$ cat src/sv/assert_macros.svh
// Assertion helpers: an implication in the same cycle and one into the next cycle.
`ifndef ASSERT_MACROS_SVH
`define ASSERT_MACROS_SVH
`ifndef SYNTHESIS
`define CBS_ASSERT_SAME(lbl, clk, rst_n, ante, cons) \
    lbl: assert property (@(posedge clk) disable iff (!(rst_n)) (ante) |-> (cons)) \
        else $error("cbs assertion failed");
`define CBS_ASSERT_NEXT(lbl, clk, rst_n, ante, cons) \
    lbl: assert property (@(posedge clk) disable iff (!(rst_n)) (ante) |=> (cons)) \
        else $error("cbs assertion failed");
`else
`define CBS_ASSERT_SAME(lbl, clk, rst_n, ante, cons)
`define CBS_ASSERT_NEXT(lbl, clk, rst_n, ante, cons)
`endif
`endif

$ cat src/sv/cbs_pkg.sv
package cbs_pkg;

    localparam int TABLE_DEPTH = 32;

    localparam int FRAC_BITS  = 12;
    localparam int IDX_W      = 5;
    localparam int POINT_W    = 16;
    localparam int POS_W      = 16;
    localparam int RESULT_W   = 10;
    localparam int SEG_W      = POS_W - FRAC_BITS;
    // Only the low bits of the running sum reach the result.
    localparam int ACC_W      = FRAC_BITS + RESULT_W;
    localparam int END_W      = 20;

    localparam logic [FRAC_BITS-1:0] FRAC_MASK  = 12'd4095;
    localparam logic [FRAC_BITS-1:0] MID_A      = 12'h0AAA;
    localparam logic [FRAC_BITS-1:0] MID_B      = 12'h02AA;
    localparam logic [7:0]           END_WEIGHT = 8'd171;

    typedef enum logic {
        OP_LOAD = 1'b0,
        OP_EVAL = 1'b1
    } t_op;

    // Blending weights, end weights already scaled by 171
    typedef struct packed {
        logic [END_W-1:0]     w0k;
        logic [FRAC_BITS-1:0] w1;
        logic [FRAC_BITS:0]   w2;
        logic [END_W-1:0]     t3k;
    } t_weights;

endpackage

$ cat src/sv/cbs_in_if.sv
interface cbs_in_if;
    logic                                  valid;
    logic                                  ready;
    cbs_pkg::t_op                          op;
    logic [cbs_pkg::IDX_W-1:0]             point_index;
    logic signed [cbs_pkg::POINT_W-1:0]    point_value;
    logic [cbs_pkg::POS_W-1:0]             position;

    modport source (output valid, op, point_index, point_value, position, input ready);
    modport sink   (input valid, op, point_index, point_value, position, output ready);
endinterface

$ cat src/sv/cbs_out_if.sv
interface cbs_out_if;
    logic                             valid;
    logic                             ready;
    logic [cbs_pkg::RESULT_W-1:0]     spline_value;

    modport source (output valid, spline_value, input ready);
    modport sink   (input valid, spline_value, output ready);
endinterface

$ cat src/sv/cbs_weights.sv
// Three-stage weight pipeline; outputs come from the third stage's registers.
module cbs_weights (
    input  logic                              i_clk,
    input  logic [cbs_pkg::FRAC_BITS-1:0]     i_frac,
    output cbs_pkg::t_weights                 o_weights
);

    localparam int FB = cbs_pkg::FRAC_BITS;

    logic [FB-1:0]   u;
    logic [2*FB-1:0] uu_full;
    logic [2*FB-1:0] tt_full;
    logic [2*FB-1:0] w0_full;
    logic [2*FB-1:0] t2t_full;
    logic [FB+1:0]   w1_sum;
    logic [FB:0]     w2_sum;

    logic [FB-1:0]   r_uu;
    logic [FB-1:0]   r_t2;
    logic [FB-1:0]   r_w0;
    logic [FB-1:0]   r_t3;
    logic [FB-2:0]   r_t2t13;
    cbs_pkg::t_weights r_w;

    assign u        = cbs_pkg::FRAC_MASK - i_frac;
    assign uu_full  = u * u;
    assign tt_full  = i_frac * i_frac;
    assign w0_full  = u * r_uu;
    assign t2t_full = r_t2 * i_frac;

    // Middle weights stay positive, so the narrow sums never wrap.
    assign w1_sum = {3'b000, r_t2t13} - {2'b00, r_t2} + {2'b00, cbs_pkg::MID_A};
    assign w2_sum = {1'b0, i_frac} + {1'b0, r_t2} - {1'b0, r_t3};

    always_ff @(posedge i_clk) begin
        r_uu    <= uu_full[2*FB-1:FB];
        r_t2    <= tt_full[2*FB-1:FB];
        r_w0    <= w0_full[2*FB-1:FB];
        r_t3    <= t2t_full[2*FB-1:FB];
        r_t2t13 <= t2t_full[2*FB-1:FB+1];
        r_w.w0k <= cbs_pkg::END_W'(r_w0) * cbs_pkg::END_W'(cbs_pkg::END_WEIGHT);
        r_w.t3k <= cbs_pkg::END_W'(r_t3) * cbs_pkg::END_W'(cbs_pkg::END_WEIGHT);
        r_w.w1  <= w1_sum[FB-1:0];
        r_w.w2  <= {1'b0, w2_sum[FB:1]} + {1'b0, cbs_pkg::MID_B};
    end

    assign o_weights = r_w;

endmodule

$ cat src/sv/cubic_bspline_table_eval.sv
// Load item: writes one table entry, gives no result.
// Evaluate item: result registered out of the last phase once the output register is
// free; no new item is taken until idle again, the sequence being set by the four reads
// through the single table port and the three-stage weight chain ahead of the product.
// Reset (synchronous, active low) clears control state; the table is undefined
// until written and gets no clearing pass.
module cubic_bspline_table_eval #(
    parameter int TABLE_DEPTH = cbs_pkg::TABLE_DEPTH
) (
    input  logic         i_clk,
    input  logic         i_rst_n,
    cbs_in_if.sink       i_in,
    cbs_out_if.source    o_out
);

    `include "assert_macros.svh"

    localparam int AW    = $clog2(TABLE_DEPTH);
    localparam int ACC_W = cbs_pkg::ACC_W;
    localparam int FB    = cbs_pkg::FRAC_BITS;
    localparam int PW    = cbs_pkg::POINT_W;

    // Phase plan inside one evaluation:
    //   0..2 weights settle in cbs_weights
    //   2..5 read entries seg..seg+3, one per phase
    //   3..6 multiply the entry read last phase by its weight
    //   4..7 accumulate; phase 7 adds the last term and loads the result
    localparam logic [2:0] PH_FIRST_RD   = 3'd2;
    localparam logic [2:0] PH_LAST_RD    = 3'd5;
    localparam logic [2:0] PH_FIRST_MUL  = 3'd3;
    localparam logic [2:0] PH_LAST_MUL   = 3'd6;
    localparam logic [2:0] PH_END0_ACC  = 3'd4;
    localparam logic [2:0] PH_MID1_MUL   = 3'd4;
    localparam logic [2:0] PH_MID2_MUL   = 3'd5;
    localparam logic [2:0] PH_LAST       = 3'd7;

    typedef enum logic {
        ST_IDLE,
        ST_BUSY
    } t_state;

    // Control and registered outputs
    t_state                         r_state;
    logic [2:0]                     r_ph;
    logic                           r_out_valid;
    logic [cbs_pkg::RESULT_W-1:0]   r_out_value;

    // Datapath
    logic signed [PW-1:0]           r_mem [TABLE_DEPTH];
    logic [FB-1:0]                  r_t;
    logic [cbs_pkg::SEG_W-1:0]      r_seg;
    logic signed [PW-1:0]           r_pt;
    logic [31:0]                    r_prod;
    logic [ACC_W-1:0]               r_acc;

    cbs_pkg::t_weights              weights;
    logic                           in_acc;
    logic                           eval_acc;
    logic                           load_acc;
    logic                           busy;
    logic                           rd_en;
    logic                           mul_en;
    logic                           acc_en;
    logic                           finish;
    logic [1:0]                     rd_off;
    logic [cbs_pkg::SEG_W:0]        rd_idx;
    logic [cbs_pkg::END_W-1:0]      wsel;
    logic signed [PW+cbs_pkg::END_W:0] prod;
    logic [ACC_W-1:0]               term;
    logic [ACC_W-1:0]               n_sum;

    assign busy     = (r_state == ST_BUSY);
    assign in_acc   = i_in.valid && i_in.ready;
    assign eval_acc = in_acc && (i_in.op == cbs_pkg::OP_EVAL);
    assign load_acc = in_acc && (i_in.op == cbs_pkg::OP_LOAD)
                      && (int'(i_in.point_index) < TABLE_DEPTH);

    assign rd_en  = busy && (r_ph >= PH_FIRST_RD) && (r_ph <= PH_LAST_RD);
    assign mul_en = busy && (r_ph >= PH_FIRST_MUL) && (r_ph <= PH_LAST_MUL);
    assign acc_en = busy && (r_ph >= PH_END0_ACC) && (r_ph < PH_LAST);
    assign finish = busy && (r_ph == PH_LAST) && (!r_out_valid || o_out.ready);

    assign rd_off = 2'(r_ph - PH_FIRST_RD);
    assign rd_idx = {1'b0, r_seg} + {3'b000, rd_off};

    cbs_weights u_weights (
        .i_clk     (i_clk),
        .i_frac    (r_t),
        .o_weights (weights)
    );

    // Pick the weight that matches the entry now in r_pt
    always_comb begin
        case (r_ph)
            PH_FIRST_MUL: wsel = weights.w0k;
            PH_MID1_MUL:  wsel = cbs_pkg::END_W'(weights.w1);
            PH_MID2_MUL:  wsel = cbs_pkg::END_W'(weights.w2);
            default:      wsel = weights.t3k;
        endcase
    end

    assign prod = r_pt * $signed({1'b0, wsel});

    // End terms take bits 31..10 of the wrapped product (arithmetic shift by
    // ten); middle terms enter unshifted. Only the low ACC_W bits matter.
    assign term  = ((r_ph == PH_END0_ACC) || (r_ph == PH_LAST)) ?
                   r_prod[31:10] : r_prod[ACC_W-1:0];
    assign n_sum = r_acc + term;

    // Table: written only on an accepted load in idle, read only while busy,
    // so the two never touch the same cycle.
    always_ff @(posedge i_clk) begin
        if (load_acc) begin
            r_mem[AW'(i_in.point_index)] <= i_in.point_value;
        end
        if (rd_en) begin
            r_pt <= r_mem[AW'(rd_idx)];
        end
    end

    // Datapath registers
    always_ff @(posedge i_clk) begin
        if (eval_acc) begin
            r_t   <= i_in.position[FB-1:0];
            r_seg <= i_in.position[cbs_pkg::POS_W-1:FB];
            r_acc <= '0;
        end else if (acc_en) begin
            r_acc <= n_sum;
        end
        if (mul_en) begin
            r_prod <= prod[31:0];
        end
    end

    // Sequencer and output register
    always_ff @(posedge i_clk) begin
        if (!i_rst_n) begin
            r_state     <= ST_IDLE;
            r_ph        <= '0;
            r_out_valid <= 1'b0;
        end else begin
            case (r_state)
                ST_IDLE: begin
                    if (eval_acc) begin
                        r_state <= ST_BUSY;
                        r_ph    <= '0;
                    end
                end
                ST_BUSY: begin
                    if (r_ph != PH_LAST) begin
                        r_ph <= r_ph + 3'd1;
                    end else if (finish) begin
                        r_state <= ST_IDLE;
                    end
                end
                default: begin
                    r_state <= ST_IDLE;
                end
            endcase

            // Hold the result until taken; reload in the cycle it leaves
            if (finish) begin
                r_out_valid <= 1'b1;
                r_out_value <= n_sum[ACC_W-1:FB];
            end else if (o_out.ready) begin
                r_out_valid <= 1'b0;
            end
        end
    end

    assign i_in.ready         = (r_state == ST_IDLE);
    assign o_out.valid        = r_out_valid;
    assign o_out.spline_value = r_out_value;

    // An accepted evaluate starts the sequence at phase zero
    `CBS_ASSERT_NEXT(a_eval_starts, i_clk, i_rst_n, eval_acc, busy && r_ph == 3'd0)
    // Phases advance by one each cycle until the last
    `CBS_ASSERT_NEXT(a_phase_steps, i_clk, i_rst_n, busy && r_ph != PH_LAST, busy && r_ph == $past(r_ph) + 3'd1)
    // A result appears only out of the last phase
    `CBS_ASSERT_SAME(a_result_src, i_clk, i_rst_n, $rose(r_out_valid), $past(busy && r_ph == PH_LAST))
    // A load never starts the sequencer
    `CBS_ASSERT_NEXT(a_load_idle, i_clk, i_rst_n, in_acc && i_in.op == cbs_pkg::OP_LOAD, !busy)

endmodule
$ cat src/flat_wrapper.sv
// flat-port wrapper written by rule: the top's interface ports become plain ports
module cubic_bspline_table_eval_flat 
#(
    parameter int TABLE_DEPTH = cbs_pkg::TABLE_DEPTH
)
  (i_clk, i_rst_n, i_in_valid, i_in_op, i_in_point_index, i_in_point_value, i_in_position, i_in_ready, o_out_valid, o_out_spline_value, o_out_ready);
  cbs_in_if i_in_i ();
  cbs_out_if o_out_i ();
  input  logic i_clk;
  input  logic i_rst_n;
  input wire logic [$bits(i_in_i.valid)-1:0] i_in_valid;
  input wire logic [$bits(i_in_i.op)-1:0] i_in_op;
  input wire logic [$bits(i_in_i.point_index)-1:0] i_in_point_index;
  input wire logic [$bits(i_in_i.point_value)-1:0] i_in_point_value;
  input wire logic [$bits(i_in_i.position)-1:0] i_in_position;
  output wire logic [$bits(i_in_i.ready)-1:0] i_in_ready;
  output wire logic [$bits(o_out_i.valid)-1:0] o_out_valid;
  output wire logic [$bits(o_out_i.spline_value)-1:0] o_out_spline_value;
  input wire logic [$bits(o_out_i.ready)-1:0] o_out_ready;
  assign i_in_i.valid = i_in_valid;
  assign i_in_i.op = i_in_op;
  assign i_in_i.point_index = i_in_point_index;
  assign i_in_i.point_value = i_in_point_value;
  assign i_in_i.position = i_in_position;
  assign i_in_ready = i_in_i.ready;
  assign o_out_valid = o_out_i.valid;
  assign o_out_spline_value = o_out_i.spline_value;
  assign o_out_i.ready = o_out_ready;
  cubic_bspline_table_eval #(.TABLE_DEPTH(TABLE_DEPTH)) u_core (.i_clk(i_clk), .i_rst_n(i_rst_n), .i_in(i_in_i), .o_out(o_out_i));
endmodule
$ cat config.mk
export PLATFORM = sky130hd
export DESIGN_NAME = cubic_bspline_table_eval_flat
export DESIGN_NICKNAME = d
export VERILOG_FILES = /design/src/sv/cbs_pkg.sv /design/src/sv/cbs_in_if.sv /design/src/sv/cbs_out_if.sv /design/src/sv/cbs_weights.sv /design/src/sv/cubic_bspline_table_eval.sv /design/src/flat_wrapper.sv
export VERILOG_INCLUDE_DIRS = /design/src /design/src/sv
export SDC_FILE = /design/constraint.sdc
export NUM_CORES = 2
export LEC_CHECK = 0
export BUFFER_PORTS_ARGS = -buffer_cell sky130_fd_sc_hd__buf_2
export CAP_MARGIN = 10
export CORE_MARGIN = 2
export CORE_UTILIZATION = 45
export CTS_CLUSTER_DIAMETER = 200
export DETAILED_ROUTE_END_ITERATION = 8
export GPL_TIMING_DRIVEN = 0
export HOLD_SLACK_MARGIN = 0.03
export MAX_ROUTING_LAYER = met4
export PLACE_DENSITY = 0.67
export SLEW_MARGIN = 30
export SYNTH_ARGS = -nofsm -noshare
export SYNTH_HDL_FRONTEND = slang
export SYNTH_SLANG_ARGS = --single-unit
$ cat constraint.sdc
create_clock -name i_clk -period 20.8 [get_ports i_clk]
set_input_delay 2.08 -clock i_clk [delete_from_list [all_inputs] [get_ports i_clk]]
set_output_delay 2.08 -clock i_clk [all_outputs]
set_load 0.005 [all_outputs]
==> metrics.md <==
| Metric | Value |
|---|---|
| Fin util | 49.4% |
| Most Frequent Cell on Critical Path | fa_1 |
| Cts hold-fix bufs | 0 |
| Starting density of the core | 45.2% |
| Post-synth EDFFs | 458 |
| Drc violations | 0 |
| Placed Instance Area | 54,900 sq um |
| Final #Nets | 6,019 |
| Status | finished, final reports clean |
| Async SR Flop Fraction | 0% |
| Synth Register Bits | 598 |
| # port buffers | 53 |
| Router iterations before antenna repair | 6 |
| Reg clk slew, reported paths | 60 ps |
| Synth cell types | 85 |
| CP peak stage delay | 800 ps |
| Hold Crit Depth | 0 |
| Worst reg2reg setup slack | 10,920 ps |
| CTS tree | done |
| Final min period | 9880 ps |
| Main synth FF type | edfxtp_1 |
| Filler cell count | 10.2k |
| # H-tree levels | 3 |
| Max-slew headroom | 29.8% |
| Min-delay src | u_core.u_weights.r_w0[0] |
| Wirelength per Cell | 19.4 um |
| Max-slew violation count | 0 |
| Top cell type's share of synthesized area | 26.2% |
| Worst skew pair latency | 670 ps |
| Gpl congestion | 0.933 |
| Critical Path RT | 21,160 ps |
| Layout cell share with drive strength beyond 1 | 7.68% |
| Root Buffer | clkbuf_16 |
| Commonest non-fill, non-tap cell in the layout | inv_1 |
| Overflow after GRT | 0 |
| Clk buf depth | 3 |
| Layout Skew | 48.1 ps |
| Endpoint, Worst Hold | u_core.u_weights.o_weights[45] |
| Setup TNS | 0 ps |
| Final WS setup | 10,920 ps |
| Die H | 345 um |
| Dpl hpwl | 95.4 mm |
| Largest net degree at the start of global routing | 25 |
| Synth Warn # | 0 |
| Crit path launch | u_core.r_ph[0] |
| Mean Syn Cell Area | 11.2 sq um |
| Total Wirelength | 124 mm |
| First-pass GRT wire length | 199 mm |
| # setup viols final | 0 |
| Inserted Clock Buffers | 69 |
| Via density | 5.32 |
| Crit Reg-Reg Endpoint | u_core.r_prod[30] |
| Startpoint types | flip-flop |
| Layout Area Growth over Synthesis | 9.12% |
| Core Rows | 125 |
| Iteration-0 DRC Markers | 2,556 |
| CP Class | reg2reg |
| Slowest cell on crit path | a21oi_1 |
| Max cap viols | 0 |
| Chip width | 345 um |
| Sequential area share after synthesis | 31.6% |
| Initial antenna violation count | 3 |
| Final cycle utilization of the critical path | 47.5% |
| Critical Path End Type | flip-flop |
| Largest cells by area after synthesis | edfxtp_1 (26%), fa_1 (25%), ha_1 (12%) |
| CP arrival | 10,240 ps |
| Mapped Area | 52,400 sq um |
| Max Freq | 0.101 GHz |
| Count of final hold-check violations | 0 |
| Die Area | 119,000 sq um |
| I/O pin count | 54 |
| Post-synthesis cell count | 4,674 |
| R2R depth | 28 |
| Synth Net Count | 5,883 |
| Reg-to-Reg Start | u_core.r_ph[0] |
| Cell taking the most area after synthesis | edfxtp_1 |
| Hold crit path type | reg2reg |
| DP Worst Slack | 11,110 ps |
| Vias in the first global route | 35.7k |
| Pin slew with the least headroom to its limit | 1050 ps |
| Post-CTS Setup Repair Bufs | 0 |
| Final instance area | 57,200 sq um |
| Most frequent cells in the layout | inv_1 (918), fa_1 (663), ha_1 (504) |
| Total track usage | 22.0% |
| Total number of vias | 33.9k |
| Post-CTS sizing | 0 |
| Antenna-violating nets left | 0 |
| Critical path peak fanout | 10 |
| Placeable Area | 116,000 sq um |
| Clock sinks | 598 |
| RSZ-0062 raised after global routing | no |
-- cell usage after synthesis (13+ instances only) --
master	n
a21o_1	34
a21oi_1	114
and2_1	170
and3_1	17
buf_1	15
clkbuf_1	150
dfxtp_1	140
edfxtp_1	458
fa_1	663
ha_1	504
inv_1	918
mux2_2	23
mux2i_1	20
mux4_2	112
nand2_1	442
nand2b_1	25
nand3_1	27
nor2_1	272
nor2b_1	65
nor3_1	28
o21a_1	22
o21ai_0	31
o21ai_1	46
or3_1	13
xnor2_1	118
xor2_1	49
-- area by class of cell --
cell class              instances  area (sq um)  area share, %
multi-input cells            2974         31900           55.7
flip-flops and latches        598         16600           28.9
inverters                     929          3490           6.09
well taps                    1524          1910           3.33
clock buffers                  89          1880           3.28
plain buffers                 173           677           1.18
repair buffers                 65           413          0.722
clock inverters                29           397          0.693
diodes                          3          7.51         0.0131
-- through the flow --
| stage | hold WS, ps | std cells |
|---|---|---|
| finish | 443 | 6384 |
| global route | 445 | 6382 |
| CTS | 437 | 6381 |
| detailed placement | 428 | 6263 |
| global placement | 424 | 6251 |
| floorplan | 376 | 4674 |
-- flip-flops by register name, summed over array words and instances, names as in the netlist --
name / flops
u_core.r_acc: 22
u_core.u_weights.r_t3: 1
u_core.u_weights.r_t2: 12
u_core.o_out.spline_value: 10
u_core.u_weights.o_weights: 65
u_core.r_seg: 4
u_core.o_out.valid: 1
u_core.r_prod: 32
u_core.u_weights.r_t2t13: 11
u_core.u_weights.r_uu: 12
u_core.r_ph: 3
u_core.r_t: 12
u_core.u_weights.r_w0: 12
u_core.r_mem: 384
u_core.busy: 1
u_core.r_pt: 16
-- per-layer routing --
layer | part of all wire, % | GRT usage, % | vias to the layer above
met4 | 2.5 | 5.89 | 0
met3 | 7.5 | 3.92 | 189
met5 | 0 | - | -
li1 | - | - | 15400
met2 | 47 | 35.0 | 1139
met1 | 43 | 29.3 | 17300
-- how the worst max path moves through the flow --
stage          slack, ps           endpoint  cells past startpoint
2_1_floorplan      13400  u_core.r_prod[30]                     28
3_3_place_gp       11230  u_core.r_prod[30]                     28
3_5_place_dp       11110  u_core.r_prod[30]                     28
4_1_cts            11070  u_core.r_prod[30]                     28
5_1_grt            10520  u_core.r_prod[30]                     28
6_report           10920  u_core.r_prod[30]                     28
-- cells by family after synthesis --
family          synth area share, %
fa+ha+maj                      37.3
simple gates                   9.79
xor+xnor                       2.79
mux                            5.69
compound gates                 4.91
buf+inv                        7.92
flops                          31.6
-- worst max-delay path: cells and delay by family, from the launching register on --
kind            cells  cell delay [ps]
xor+xnor            1              180
buf+inv             8             1940
compound gates      9             2670
simple gates        1              180
flops               1              700
fa+ha+maj           9             3960
Power is not shown: default switching activity piles up to over one toggle a cycle in this logic, so the estimate is an artifact.
